File: src/hw/rtl/urb_pkg.sv
package urb_pkg;

	typedef enum logic [1:0] {
		CMD_RX     = 2'd0,
		CMD_TXDONE = 2'd1,
		CMD_PUT    = 2'd2,
		CMD_GET    = 2'd3
	} cmd_t;

	typedef enum logic [1:0] {
		ST_OK       = 2'd0,
		ST_RX_FULL  = 2'd1,
		ST_TX_FULL  = 2'd2,
		ST_RX_EMPTY = 2'd3
	} status_t;

	localparam int unsigned BYTE_W  = 8;
	localparam int unsigned LEVEL_W = 5;

	typedef struct packed {
		logic push;
		logic pop;
	} queue_ctl_t;

endpackage

File: src/hw/rtl/urb_req_if.sv
interface urb_req_if;
	logic                        valid;
	logic                        ready;
	logic [1:0]                  command;
	logic [urb_pkg::BYTE_W-1:0]  data_byte;

	modport source (output valid, command, data_byte, input ready);
	modport sink (input valid, command, data_byte, output ready);
endinterface

File: src/hw/rtl/urb_rsp_if.sv
interface urb_rsp_if;
	logic                        valid;
	logic                        ready;
	logic [1:0]                  status;
	logic [urb_pkg::BYTE_W-1:0]  read_byte;
	logic                        send_valid;
	logic [urb_pkg::BYTE_W-1:0]  send_byte;
	logic [urb_pkg::LEVEL_W-1:0] rx_level;
	logic [urb_pkg::LEVEL_W-1:0] tx_room;

	modport source (output valid, status, read_byte, send_valid, send_byte, rx_level, tx_room,
		input ready);
	modport sink (input valid, status, read_byte, send_valid, send_byte, rx_level, tx_room,
		output ready);
endinterface

File: src/hw/rtl/urb_cell.sv
module urb_cell (
	input  logic                       clk,
	input  logic                       shift,
	input  logic                       load,
	input  logic [urb_pkg::BYTE_W-1:0] load_byte,
	input  logic [urb_pkg::BYTE_W-1:0] next_byte,
	output logic [urb_pkg::BYTE_W-1:0] cell_byte
);

	logic [urb_pkg::BYTE_W-1:0] byte_q;

	always_ff @(posedge clk) begin
		if (shift) begin
			byte_q <= next_byte;
		end else if (load) begin
			byte_q <= load_byte;
		end
	end

	assign cell_byte = byte_q;

endmodule

File: src/hw/rtl/urb_queue.sv
module urb_queue #(
	parameter int unsigned DEPTH = 16,
	parameter int unsigned LW    = $clog2(DEPTH + 1)
) (
	input  logic                       clk,
	input  logic                       arst_n,
	input  urb_pkg::queue_ctl_t        ctl,
	input  logic [urb_pkg::BYTE_W-1:0] push_byte,
	output logic [urb_pkg::BYTE_W-1:0] head_byte,
	output logic [LW-1:0]              level
);

	logic [LW-1:0]              level_q;
	logic [urb_pkg::BYTE_W-1:0] chain [DEPTH+1];

	// cell 0 is the oldest word, a pop moves every cell one step toward it
	assign chain[DEPTH] = '0;

	for (genvar i = 0; i < DEPTH; i++) begin : g_cell
		urb_cell u_cell (
			.clk       (clk),
			.shift     (ctl.pop),
			.load      (ctl.push && (level_q == LW'(i))),
			.load_byte (push_byte),
			.next_byte (chain[i+1]),
			.cell_byte (chain[i])
		);
	end

	always_ff @(posedge clk or negedge arst_n) begin
		if (!arst_n) begin
			level_q <= '0;
		end else if (ctl.push) begin
			level_q <= level_q + LW'(1);
		end else if (ctl.pop) begin
			level_q <= level_q - LW'(1);
		end
	end

	assign head_byte = chain[0];
	assign level     = level_q;

endmodule

File: src/hw/rtl/uart_rx_tx_ring_buffers_top.sv
// a result word appears in the cycle after its command word is accepted
// throughput: one command word per cycle unless a held result word stalls it, set by
// the update of the receive and transmit cell chains and the output register
// reset clears both queue levels, the transmitter busy flag and the output valid;
// the byte cells are not cleared
module uart_rx_tx_ring_buffers_top #(
	parameter int unsigned RX_DEPTH = 16,
	parameter int unsigned TX_DEPTH = 16
) (
	input logic      clk,
	input logic      arst_n,
	urb_req_if.sink  req,
	urb_rsp_if.source rsp
);

	localparam int unsigned RXW = $clog2(RX_DEPTH + 1);
	localparam int unsigned TXW = $clog2(TX_DEPTH + 1);

	urb_pkg::cmd_t              cmd;
	urb_pkg::status_t           status;
	urb_pkg::queue_ctl_t        rx_ctl;
	urb_pkg::queue_ctl_t        tx_ctl;
	urb_pkg::queue_ctl_t        rx_ctl_a;
	urb_pkg::queue_ctl_t        tx_ctl_a;
	logic                       accept;
	logic                       busy_d;
	logic                       busy_q;
	logic                       sv;
	logic [urb_pkg::BYTE_W-1:0] rd;
	logic [urb_pkg::BYTE_W-1:0] sb;
	logic [urb_pkg::BYTE_W-1:0] rx_head;
	logic [urb_pkg::BYTE_W-1:0] tx_head;
	logic [RXW-1:0]             rx_level;
	logic [TXW-1:0]             tx_level;
	logic [RXW-1:0]             rx_next;
	logic [TXW-1:0]             tx_next;

	logic                        valid_q;
	urb_pkg::status_t            status_q;
	logic [urb_pkg::BYTE_W-1:0]  rd_q;
	logic                        sv_q;
	logic [urb_pkg::BYTE_W-1:0]  sb_q;
	logic [urb_pkg::LEVEL_W-1:0] rx_level_q;
	logic [urb_pkg::LEVEL_W-1:0] tx_room_q;

	assign req.ready = !valid_q || rsp.ready;
	assign accept    = req.valid && req.ready;
	assign cmd       = urb_pkg::cmd_t'(req.command);

	always_comb begin
		status = urb_pkg::ST_OK;
		rd     = '0;
		sv     = 1'b0;
		sb     = '0;
		rx_ctl = '0;
		tx_ctl = '0;
		busy_d = busy_q;
		case (cmd)
			urb_pkg::CMD_RX: begin
				if (rx_level != RXW'(RX_DEPTH)) begin
					rx_ctl.push = 1'b1;
				end else begin
					status = urb_pkg::ST_RX_FULL;
				end
			end
			urb_pkg::CMD_TXDONE: begin
				if (tx_level != '0) begin
					busy_d      = 1'b1;
					sv          = 1'b1;
					sb          = tx_head;
					tx_ctl.pop  = 1'b1;
				end else begin
					busy_d = 1'b0;
				end
			end
			urb_pkg::CMD_PUT: begin
				if (tx_level == TXW'(TX_DEPTH)) begin
					status = urb_pkg::ST_TX_FULL;
				end else if (busy_q) begin
					tx_ctl.push = 1'b1;
				end else begin
					sv     = 1'b1;
					sb     = req.data_byte;
					busy_d = 1'b1;
				end
			end
			urb_pkg::CMD_GET: begin
				if (rx_level == '0) begin
					status = urb_pkg::ST_RX_EMPTY;
				end else begin
					rd         = rx_head;
					rx_ctl.pop = 1'b1;
				end
			end
			default: begin
				status = urb_pkg::ST_OK;
			end
		endcase
	end

	assign rx_ctl_a = accept ? rx_ctl : '0;
	assign tx_ctl_a = accept ? tx_ctl : '0;
	assign rx_next  = rx_level + RXW'(rx_ctl.push) - RXW'(rx_ctl.pop);
	assign tx_next  = tx_level + TXW'(tx_ctl.push) - TXW'(tx_ctl.pop);

	urb_queue #(
		.DEPTH (RX_DEPTH)
	) u_rx_queue (
		.clk       (clk),
		.arst_n    (arst_n),
		.ctl       (rx_ctl_a),
		.push_byte (req.data_byte),
		.head_byte (rx_head),
		.level     (rx_level)
	);

	urb_queue #(
		.DEPTH (TX_DEPTH)
	) u_tx_queue (
		.clk       (clk),
		.arst_n    (arst_n),
		.ctl       (tx_ctl_a),
		.push_byte (req.data_byte),
		.head_byte (tx_head),
		.level     (tx_level)
	);

	always_ff @(posedge clk or negedge arst_n) begin
		if (!arst_n) begin
			busy_q  <= 1'b0;
			valid_q <= 1'b0;
		end else begin
			if (accept) begin
				busy_q <= busy_d;
			end
			if (req.ready) begin
				valid_q <= req.valid;
			end
		end
	end

	always_ff @(posedge clk) begin
		if (accept) begin
			status_q   <= status;
			rd_q       <= rd;
			sv_q       <= sv;
			sb_q       <= sb;
			rx_level_q <= urb_pkg::LEVEL_W'(rx_next);
			tx_room_q  <= urb_pkg::LEVEL_W'(TXW'(TX_DEPTH) - tx_next);
		end
	end

	assign rsp.valid      = valid_q;
	assign rsp.status     = status_q;
	assign rsp.read_byte  = rd_q;
	assign rsp.send_valid = sv_q;
	assign rsp.send_byte  = sb_q;
	assign rsp.rx_level   = rx_level_q;
	assign rsp.tx_room    = tx_room_q;

endmodule

File: src/flat_wrapper.sv
// flat-port wrapper written by rule: the top's interface ports become plain ports
module uart_rx_tx_ring_buffers_top_flat 
#(
	parameter int unsigned RX_DEPTH = 16,
	parameter int unsigned TX_DEPTH = 16
)
  (clk, arst_n, req_valid, req_command, req_data_byte, req_ready, rsp_valid, rsp_status, rsp_read_byte, rsp_send_valid, rsp_send_byte, rsp_rx_level, rsp_tx_room, rsp_ready);
  urb_req_if req_i ();
  urb_rsp_if rsp_i ();
  input logic clk;
  input logic arst_n;
  input wire logic [$bits(req_i.valid)-1:0] req_valid;
  input wire logic [$bits(req_i.command)-1:0] req_command;
  input wire logic [$bits(req_i.data_byte)-1:0] req_data_byte;
  output wire logic [$bits(req_i.ready)-1:0] req_ready;
  output wire logic [$bits(rsp_i.valid)-1:0] rsp_valid;
  output wire logic [$bits(rsp_i.status)-1:0] rsp_status;
  output wire logic [$bits(rsp_i.read_byte)-1:0] rsp_read_byte;
  output wire logic [$bits(rsp_i.send_valid)-1:0] rsp_send_valid;
  output wire logic [$bits(rsp_i.send_byte)-1:0] rsp_send_byte;
  output wire logic [$bits(rsp_i.rx_level)-1:0] rsp_rx_level;
  output wire logic [$bits(rsp_i.tx_room)-1:0] rsp_tx_room;
  input wire logic [$bits(rsp_i.ready)-1:0] rsp_ready;
  assign req_i.valid = req_valid;
  assign req_i.command = req_command;
  assign req_i.data_byte = req_data_byte;
  assign req_ready = req_i.ready;
  assign rsp_valid = rsp_i.valid;
  assign rsp_status = rsp_i.status;
  assign rsp_read_byte = rsp_i.read_byte;
  assign rsp_send_valid = rsp_i.send_valid;
  assign rsp_send_byte = rsp_i.send_byte;
  assign rsp_rx_level = rsp_i.rx_level;
  assign rsp_tx_room = rsp_i.tx_room;
  assign rsp_i.ready = rsp_ready;
  uart_rx_tx_ring_buffers_top #(.RX_DEPTH(RX_DEPTH), .TX_DEPTH(TX_DEPTH)) u_core (.clk(clk), .arst_n(arst_n), .req(req_i), .rsp(rsp_i));
endmodule
File: config.mk
export PLATFORM = sky130hd
export DESIGN_NAME = uart_rx_tx_ring_buffers_top_flat
export DESIGN_NICKNAME = d
export VERILOG_FILES = /design/src/hw/rtl/urb_pkg.sv /design/src/hw/rtl/urb_req_if.sv /design/src/hw/rtl/urb_rsp_if.sv /design/src/hw/rtl/urb_cell.sv /design/src/hw/rtl/urb_queue.sv /design/src/hw/rtl/uart_rx_tx_ring_buffers_top.sv /design/src/flat_wrapper.sv
export SDC_FILE = /design/constraint.sdc
export NUM_CORES = 1
export LEC_CHECK = 0
export BUFFER_PORTS_ARGS = -buffer_cell sky130_fd_sc_hd__buf_2
export CAP_MARGIN = 15
export CORE_ASPECT_RATIO = 0.7
export CORE_UTILIZATION = 64
export CTS_BUF_LIST = sky130_fd_sc_hd__clkbuf_8
export DETAILED_ROUTE_END_ITERATION = 10
export HOLD_SLACK_MARGIN = 0.05
export PLACE_DENSITY = 0.8
export SYNTH_ARGS = -nofsm -noshare
export SYNTH_HDL_FRONTEND = slang
export SYNTH_SLANG_ARGS = --single-unit
export TNS_END_PERCENT = 30
File: constraint.sdc
create_clock -name clk -period 3.8 [get_ports clk]
set_clock_uncertainty 0.05 [all_clocks]
set_input_delay 0.38 -clock clk [delete_from_list [all_inputs] [get_ports clk]]
set_output_delay 0.38 -clock clk [all_outputs]
set_load 0.03 [all_outputs]
* Word-level counts from Yosys, hierarchy flattened *
Index checks and enable logic that the tools add are counted.

word-level totals
  bits in registers = 297
  output and inout bits = 31
  word-level logic and storage cells = 250

operators by class
  add/sub/neg operators = 9
  equal/unequal tests = 36
  mux-type cells = 88
  bitwise logic cells = 1
  reduce and logical (&&, ||, !) cells = 74

operator list
  kind                 number
  $mux 8               63
  $eq 5x4->1 const B   16
  $reduce_bool 2->1    33
  $eq 5x3->1 const B   8
  $logic_and 1x1->1    33
  $eq 5x2->1 const B   4
  $mux 5               4
  $pmux 8 s2           1
  $mux 1               13
  $add 5x1->5          2
  $add 5x1->5 const B  2
  $eq 5x1->1 const B   2
  $logic_not 5->1      2
  $sub 5x1->5          2
  $sub 5x1->5 const B  2
  $mux 2               4
  $pmux 2 s3           1
  $eq 5x5->1 const B   1
  $ne 5x5->1 const B   1
  $reduce_bool 5->1    1
  $sub 5x5->5 const A  1
  $eq 2x2->1 const B   2
  $pmux 1 s2           2
  $reduce_and 3->1     1
  other kinds (7)      7

* Logic depth before layout (Yosys ltp) *
Gate-level depths: netlist (run 1).

  depth after elaboration = 7
  mapped depth = 14
  mapped depth without buffers = 12

* Hierarchy *
A second synthesis (run 1) with hierarchy kept.

unflattened totals
  cells, all modules = 823
  area total of the unflattened synthesis = 14710.4 µm²

by module, submodules not included
  module                       instances  cells each  area each (µm²)
  urb_cell                     32         18          377.9
  uart_rx_tx_ring_buffers_top  1          129         1677.9
  urb_queue                    2          59          470.5

* Worst setup path before layout (run 1) *
OpenSTA, ideal clock, no wires.

  kind = register -> register
  start = reg u_core.u_rx_queue.level_q[1] (netlist: u_core.u_rx_queue.level[1])
  end = reg u_core.rx_level_q (netlist bit u_core.rsp.rx_level[4]) (data pin)
  setup time = 0.260 ns
  data arrival time = 2.741 ns
  data required time = 3.490 ns
  slack = 0.750 ns
  cell stages (with the launch flop) = 14
  buffers on the path = 1
  clock period less this slack = 3.050 ns
  cell sequence = dfrtp_1 inv_1 ha_1 nand3b_2 nand2_2 inv_1 clkbuf_1 ha_1 inv_1 ha_1 fa_1 a21oi_1 o21bai_1 xnor2_1

on the way
  cells in the longest elaborated chain, start to end = 5
  elaborated cells on any way between the ends = 8

ends and longest elaborated chain
  element                 line                                RTL
  from (decl)             urb_queue.sv:13                     logic [LW-1:0] level_q;
  from (signal assigned)  urb_queue.sv:34                     level_q <= level_q + LW'(1);
  from (signal assigned)  urb_queue.sv:36                     level_q <= level_q - LW'(1);
  $ne 5x5->1              uart_rx_tx_ring_buffers_top.sv:60   if (rx_level != RXW'(RX_DEPTH)) begin
  $mux 1                  uart_rx_tx_ring_buffers_top.sv:60
  $mux 1                  uart_rx_tx_ring_buffers_top.sv:58   case (cmd)
  $add 5x1->5             uart_rx_tx_ring_buffers_top.sv:103  assign rx_next = rx_level + RXW'(rx_ctl.push) - RXW'(rx_ctl.pop);
  $sub 5x1->5 (*)         uart_rx_tx_ring_buffers_top.sv:103
  via u_core.rx_next[4]   uart_rx_tx_ring_buffers_top.sv:35   logic [RXW-1:0] rx_next;
  to (signal assigned)    uart_rx_tx_ring_buffers_top.sv:148  rx_level_q <= urb_pkg::LEVEL_W'(rx_next);
  to (decl)               uart_rx_tx_ring_buffers_top.sv:43   logic [urb_pkg::LEVEL_W-1:0] rx_level_q;

The timed path passes the listed nets; every way through them passes the cells marked *.
A chain may end at the register's enable or synchronous reset.

* Worst setup path after layout (run 1) *
  start = reg u_core.u_rx_queue.level_q[2] (netlist: u_core.u_rx_queue.level[2])
  end = reg u_core.rx_level_q (netlist bit u_core.rsp.rx_level[4]) (data pin)

The elaborated chain is that of the path after synthesis.

==> results of run 1 <==
## through the flow
stage / total power, mW / hold slack, ns / area [um^2]
4_1_cts: 7.417 / 0.1428 / 13980
6_report: 7.380 / 0.1857 / 13980
3_5_place_dp: 5.170 / 0.2550 / 13220
5_1_grt: 7.710 / 0.1739 / 13980
3_3_place_gp: 5.136 / 0.2493 / 13220
2_1_floorplan: 4.837 / 0.03441 / 12910
## logic make-up (layout without fill, tap and decap cells)
logic type                 after synthesis  in the layout  share of synthesized area
AOI/OAI and AO/OA                      330            330                     0.1863
DFF                                    297            297                     0.6735
and+or+nand+nor                        127            127                    0.05745
buffers and inverters                   88            161                    0.03652
adders and majority gates               38             38                    0.03798
xor gates and xnor gates                11             11                   0.007460
muxes                                    1              1                  0.0007751
## Yosys cell counts, types with 2 or more instances
| cell | n | area share |
|---|---|---|
| edfxtp_1 | 269 | 0.63 |
| a21o_1 | 240 | 0.14 |
| a21oi_1 | 40 | 0.016 |
| buf_2 | 38 | 0.015 |
| ha_1 | 36 | 0.035 |
| nor2_1 | 27 | 0.0078 |
| inv_1 | 26 | 0.0076 |
| nand2_1 | 20 | 0.0058 |
| and3_1 | 17 | 0.0082 |
| a22o_1 | 16 | 0.011 |
| dfxtp_1 | 16 | 0.025 |
| nor2b_1 | 14 | 0.0068 |
| dfrtp_1 | 12 | 0.023 |
| nor2b_2 | 12 | 0.0081 |
| buf_6 | 11 | 0.0096 |
| a22oi_1 | 9 | 0.0052 |
| and2_1 | 9 | 0.0044 |
| nand3_1 | 9 | 0.0035 |
| clkbuf_1 | 8 | 0.0023 |
| xnor2_1 | 7 | 0.0047 |
| o21ai_0 | 4 | 0.0016 |
| xor2_1 | 4 | 0.0027 |
| buf_4 | 3 | 0.0017 |
| nor3_1 | 3 | 0.0012 |
| a211oi_1 | 2 | 0.0012 |
| a311oi_1 | 2 | 0.0014 |
| and4_1 | 2 | 0.0014 |
| fa_1 | 2 | 0.0031 |
| nor4_1 | 2 | 0.00097 |
| o2111ai_1 | 2 | 0.0014 |
| o211ai_1 | 2 | 0.0012 |
| o311a_1 | 2 | 0.0016 |
| or4_1 | 2 | 0.0012 |
## path summary, 6_finish.rpt
| kind | cells after the start | startpoint | slack (ns) | endpoint |
|---|---|---|---|---|
| worst max register to register | 12 | u_core.u_rx_queue.level[2]$_DFFE_PN0P_ | 0.29 | u_core.rsp.rx_level[4]$_DFFE_PP_ |
| worst max-delay path | 12 | u_core.u_rx_queue.level[2]$_DFFE_PN0P_ | 0.29 | u_core.rsp.rx_level[4]$_DFFE_PP_ |
| min in group asynchronous | 2 | arst_n | 0.26 | u_core.rsp.valid$_DFFE_PN0N_ |
| worst min register to register | 1 | flip-flop | 0.43 | flip-flop |
| max in group asynchronous | 2 | arst_n | 3.16 | u_core.u_tx_queue.level[0]$_DFFE_PN0P_ |
| worst min-delay path | 3 | req_valid | 0.19 | u_core.rsp.valid$_DFFE_PN0N_ |
## metal layers
metal / vias to the layer above / wire, um
met4: 0 / 359
li1: 3437 / -
met2: 286 / 10060
met3: 33 / 2193
met1: 3712 / 11880
met5: - / 0
## cell type report
class	count	area share
multi-input combinational	507	0.2678
timing repair buffer	59	0.02487
clock buffer	47	0.04626
inverter	27	0.007247
sequential	297	0.6220
clock inverter	28	0.007694
tap	270	0.02416
## power by group through the flow
| stage | logic (mW) | clock network [mW] | registers [mW] |
|---|---|---|---|
| after floorplan | 0.773 | 0 | 4.06 |
| after global placement | 1.14 | 0 | 3.99 |
| after detailed placement | 1.17 | 0 | 4.00 |
| after CTS | 1.18 | 2.30 | 3.93 |
| after global routing | 1.30 | 2.45 | 3.96 |
| final | 1.18 | 2.26 | 3.93 |
## state kept, by name (all words and copies together), names as in the netlist, 2 cells and up
signal                                     cells
u_core.u_rx_queue.g_cell.u_cell.cell_byte    128
u_core.u_tx_queue.g_cell.u_cell.cell_byte    128
u_core.rsp.read_byte                           8
u_core.rsp.send_byte                           8
u_core.rsp.rx_level                            5
u_core.rsp.tx_room                             5
u_core.u_rx_queue.level                        5
u_core.u_tx_queue.level                        5
u_core.rsp.status                              2
## worst max-delay path: cells and delay by family, from the launching register on
kind	cells	cell delay, ns
adder cells (fa/ha/maj)	4	1.41
AND/OR/NAND/NOR	2	0.51
buffers and inverters	3	0.47
flip-flops	1	0.45
AO/OA/AOI/OAI	2	0.23
XOR/XNOR	1	0.13
## repair_timing
item,4_1_cts,5_1_grt
hold buffers,1,0
endpoints found under the hold margin,12,0
buffers inserted,0,0
setup endpoints to repair,0,0
==> impl_metrics.yaml, run 1 <==
run_status:
  status: "finished clean"
synthesis:
  synth_top_flop_cell: "edfxtp_1"
  async_reset_ff_frac: 0.04040
  yosys_warnings: 0
  syn_nets: 944
  seq_area_frac_synth: 0.6735
  synth_edf_count: 269
  post_synth_instance_area_um2: 12910
  syn_avg_cell_area_um2: 14.48
  synth-seq-cells: 297
  synth.distinct_cells: 57
  synth_cells: 892
place:
  io_buffers: 44
  dpl.cell_count: 1159
  dp_hpwl_um: 16370
  gp_congestion: 0.9285
  dp_worst_setup_slack_ns: 0.3437
clock_tree:
  clock_sinks: 297
  cts_tree: "yes"
  clk_path_buf_depth: 3
  cts_root_buf: "clkbuf_8"
  cts_repair_resize_count: 0
  clk_latency_ns: 0.53
  numCtsBuffers: 44
  htreeDepth: 2
  path_clk_slew_ns: 0.06
cells_and_area:
  final_common_cell: "edfxtp_1"
  drive_above_1_share: 0.1326
  seq_area_um2: 8698
  nets: 988
  diodes: 0
  fin_cells: 1235
  layout_common_cells: "269 x edfxtp_1, 240 x a21o_1, 47 x clkbuf_8"
  final.fill_count: 1346
  fin_util: 0.7063
  multi_input_area_um2: 3745
  area_growth_syn_to_layout_pct: 8.284
global_route:
  gr-usage-met3: 0.06588
  grt_pass1_wl_um: 39160
  antenna_found_initial: 0
  track_usage: 0.2483
  met2_usage: 0.3434
  grt_overflow: 0
  first_global_vias: 7345
  use_met1: 0.3880
  top_usage_layer: "met1"
  grt_max_degree: 61
power_and_ir_drop:
  ir_drop_uv: 247.9
  seq_power_share: 0.533
  leakagePower_nw: 6.148
  p_sw_mw: 1.994
  p_int_mw: 5.385
  power_density_nw_per_um2: 527.7
  p_sw_frac: 0.2703
  combPwrFrac: 0.160
  p_clk_frac: 0.307
die:
  dieArea_um2: 20760
  dieWidth_um: 171.8
  core_area_um2: 19800
  rows: 43
  ios: 45
  initial_core_util: 0.6523
  die_h_um: 120.9
setup_path:
  end_kind: "flip-flop"
  critical_path_class: "flip-flop to flip-flop"
  critPathMaxStageDelay_ns: 0.45
  cp.required_ns: 4.02
  critical-path-slowest-cell: "dfrtp_1"
  crit_path_start_kind: "flip-flop"
  arrival_ns: 3.73
  cp_max_fo: 13
  worstPathCellList: "inv_1 -> ha_1 -> nand3b_2 -> nand2_2 -> inv_1 -> ha_1 -> inv_1 -> ha_1 -> fa_1 -> a21oi_1 -> o21bai_1 -> xnor2_1"
timing:
  finalMaxSlewViolations: 0
  worst_slack_ns: 0.2908
  final-setup-viol-count: 0
  hold_viol: 0
  tightest_slew_ns: 0.9903
  slew_headroom: 0.3368
  clock.fmax_mhz: 285.0
  rsz0062_at_grt: "no"
  fin_setup_tns_ns: 0
  finalCritPeriodShare: 0.9235
  period_minus_slack_ns: 3.509
detailed_routing:
  via_count: 7468
  drt-total-wl_um: 24490
  drc_errors: 0
  drt-pass1-iter-count: 5
  viasPerCell: 6.047
  postRouteAntennaNets: 0
  drt_iter0_drc: 671
  wl_per_cell_um: 19.83
run:
  drv_cap: 0
min_path:
  min_path_type: "input port to flip-flop"
Note: power is estimated with default switching activity, not from simulation.
==> run 2, diff against run 1 <==
Settings changed: CORE_UTILIZATION 64 to 65, PLACE_DENSITY 0.8 to 0.81, SYNTH_HIERARCHICAL from default to 1.
==> impl_metrics.yaml, run 2 <==
die:
  dieArea_um2: 23250
  die_h_um: 127.9
  rows: 45
  initial_core_util: 0.6699
  ios: 45
  dieWidth_um: 181.8
  core_area_um2: 21960
global_route:
  grt_overflow: 0
  antenna_found_initial: 0
  grt_max_degree: 58
  first_global_vias: 7358
  track_usage: 0.2189
  grt_pass1_wl_um: 39280
synthesis:
  synth.distinct_cells: 47
  syn_avg_cell_area_um2: 17.87
  async_reset_ff_frac: 0.04040
  synth_top_area_share: 0.5818
  yosys_warnings: 6
  synth_top_flop_cell: "edfxtp_1"
  synth_top_area_cell: "edfxtp_1"
  post_synth_instance_area_um2: 14710
  synth_cells: 823
  ys_top_cells_by_count: "285 x edfxtp_1, 256 x mux2_4, 35 x buf_6"
  seq_area_frac_synth: 0.6022
  synth-seq-cells: 297
  synth.most_common_cell: "edfxtp_1"
  synth.area.top_cells: "edfxtp_1 58%, mux2_4 26%, buf_6 2.7%, ha_1 2.3%, dfrtp_1 2.0%"
  synth_edf_count: 285
clock_tree:
  path_clk_slew_ns: 0.06
  htreeDepth: 2
  cts_repair_resize_count: 0
  cts_hold_buffers: 1
  cts_root_buf: "clkbuf_8"
  clk_path_buf_depth: 3
  post-cts-setup-buffers: 0
  numCtsBuffers: 44
  clock_sinks: 297
  clk_latency_ns: 0.55
  cts_tree: "yes"
timing:
  period_minus_slack_ns: 3.281
  finalMaxSlewViolations: 0
  tightest_slew_ns: 1.125
  final-setup-viol-count: 0
  clock.fmax_mhz: 304.8
  fin_setup_tns_ns: 0
  rsz0062_at_grt: "no"
  hold_viol: 0
  finalCritPeriodShare: 0.8633
  slew_headroom: 0.2494
cells_and_area:
  final_area_um2: 15880
  nets: 943
  diodes: 0
  final.fill_count: 1344
  final_common_cell: "edfxtp_1"
  layout_common_cells: "285 x edfxtp_1, 256 x mux2_4, 46 x clkbuf_8"
  drive_above_1_share: 0.3966
  area_growth_syn_to_layout_pct: 7.970
place:
  dp_hpwl_um: 14710
  io_buffers: 44
  postPlaceCellArea_um2: 15110
  gp_congestion: 0.8080
setup_path:
  critical_path_class: "flip-flop to flip-flop"
  end_kind: "flip-flop"
  crit_path_start_kind: "flip-flop"
  arrival_ns: 3.52
  cp_max_fo: 57
  cp.required_ns: 4.04
power_and_ir_drop:
  ir_drop_uv: 339.7
  leakagePower_nw: 6.117
  power_density_nw_per_um2: 500.8
min_path:
  min_path_type: "input port to flip-flop"
detailed_routing:
  drt_iter0_drc: 443
  drt-pass1-iter-count: 5
  viasPerCell: 5.719
  wl_per_cell_um: 19.88
  drt-total-wl_um: 24150
  drc_errors: 0
  via_count: 6948
  postRouteAntennaNets: 0
run:
  drv_cap: 0
run_status:
  status: "finished clean"
==> run 2: cell count changes in the layout (fill, tap and decap cells not counted), moves of 12 or more <==
| cell | previous run | this run |
|---|---|---|
| mux2_4 | 0 | 256 |
| nor2b_2 | 12 | 0 |
| or2_1 | 0 | 32 |
| conb_1 | 0 | 16 |
| edfxtp_1 | 269 | 285 |
| nor2b_1 | 14 | 2 |
| a21oi_1 | 40 | 5 |
| and3_1 | 17 | 5 |
| a21o_1 | 240 | 1 |
| dfxtp_1 | 16 | 0 |
==> run 2: final cells by class <==
type                       instances  area [um^2]  area share
sequential                       297         8859      0.5577
multi-input combinational        475         5383      0.3389
clock buffer                      46        633.1     0.03986
timing repair buffer              57        432.9     0.02726
tap                              282        352.8     0.02222
clock inverter                    33        128.9    0.008114
inverter                          25        93.84    0.005908
==> run 2: routing by layer <==
| layer | up-vias | global-route usage | wire (um) |
|---|---|---|---|
| met5 | - | 0 | 0 |
| met4 | 0 | 0.07627 | 524 |
| met3 | 46 | 0.03920 | 1135 |
| met2 | 195 | 0.3457 | 11050 |
| met1 | 3467 | 0.3095 | 11450 |
| li1 | 3240 | - | - |
==> run 2: critical path, stage by stage, from the launching register on <==
cell,delay (ns)
dfrtp_1,0.62
inv_1,0.12
ha_1,0.21
or3b_1,0.18
o21a_1,0.30
and3_4,0.85
buf_12,0.31
mux2_4,0.32
==> run 2: cells by family (layout without fill, tap and decap cells) <==
logic type,Yosys count,in the layout,share of synthesized area
AOI/OAI and AO/OA,29,29,0.01523
xor gates and xnor gates,13,13,0.007740
adders and majority gates,29,29,0.02569
buffers and inverters,65,161,0.03632
DFF,297,297,0.6022
muxes,256,256,0.2613
other,2,16,0.0005105
and+or+nand+nor,132,132,0.05103
==> run 2: power breakdown <==
part / switching [mW] / total, mW / internal [mW] / leakage, nW
combinational: 0.805 / 1.53 / 0.723 / 2.91
clock: 1.16 / 2.28 / 1.12 / 0.452
sequential: 0.220 / 4.15 / 3.93 / 2.75
total: 2.18 / 7.95 / 5.77 / 6.12
==> run 2: final timing paths <==
check | depth (start not counted) | startpoint | slack, ns | to
min | 2 | req_valid | 0.13 | u_core/rsp.valid$_DFFE_PN0N_
max reg2reg | 7 | u_core/u_rx_queue/level[3]$_DFFE_PN0P_ | 0.52 | u_core/u_rx_queue/g_cell[14].u_cell/cell_byte[6]$_DFFE_PP_
max in group asynchronous | 2 | arst_n | 3.22 | u_core/u_rx_queue/level[1]$_DFFE_PN0P_
min in group asynchronous | 2 | arst_n | 0.21 | u_core/u_tx_queue/level[1]$_DFFE_PN0P_
min reg2reg | 1 | u_core/u_rx_queue/g_cell[0].u_cell/cell_byte[3]$_DFFE_PP_ | 0.48 | u_core/rsp.read_byte[3]$_SDFFCE_PP0P_
max | 7 | u_core/u_rx_queue/level[3]$_DFFE_PN0P_ | 0.52 | u_core/u_rx_queue/g_cell[14].u_cell/cell_byte[6]$_DFFE_PP_
==> run 2: metrics by stage <==
| step | setup WS [ns] | total power [mW] | hold WS, ns | utilization | cells |
|---|---|---|---|---|---|
| after floorplan | 0.6134 | 5.365 | 0.03441 | - | 837 |
| after global placement | 0.7052 | 5.636 | 0.2462 | 0.6881 | 1135 |
| after detailed placement | 0.5345 | 5.720 | 0.2517 | 0.6881 | 1135 |
| after CTS | 0.5150 | 8.030 | 0.08630 | 0.7233 | 1215 |
| after global routing | 0.3148 | 8.334 | 0.1017 | 0.7233 | 1215 |
| final | 0.5194 | 7.955 | 0.1262 | 0.7233 | 1215 |
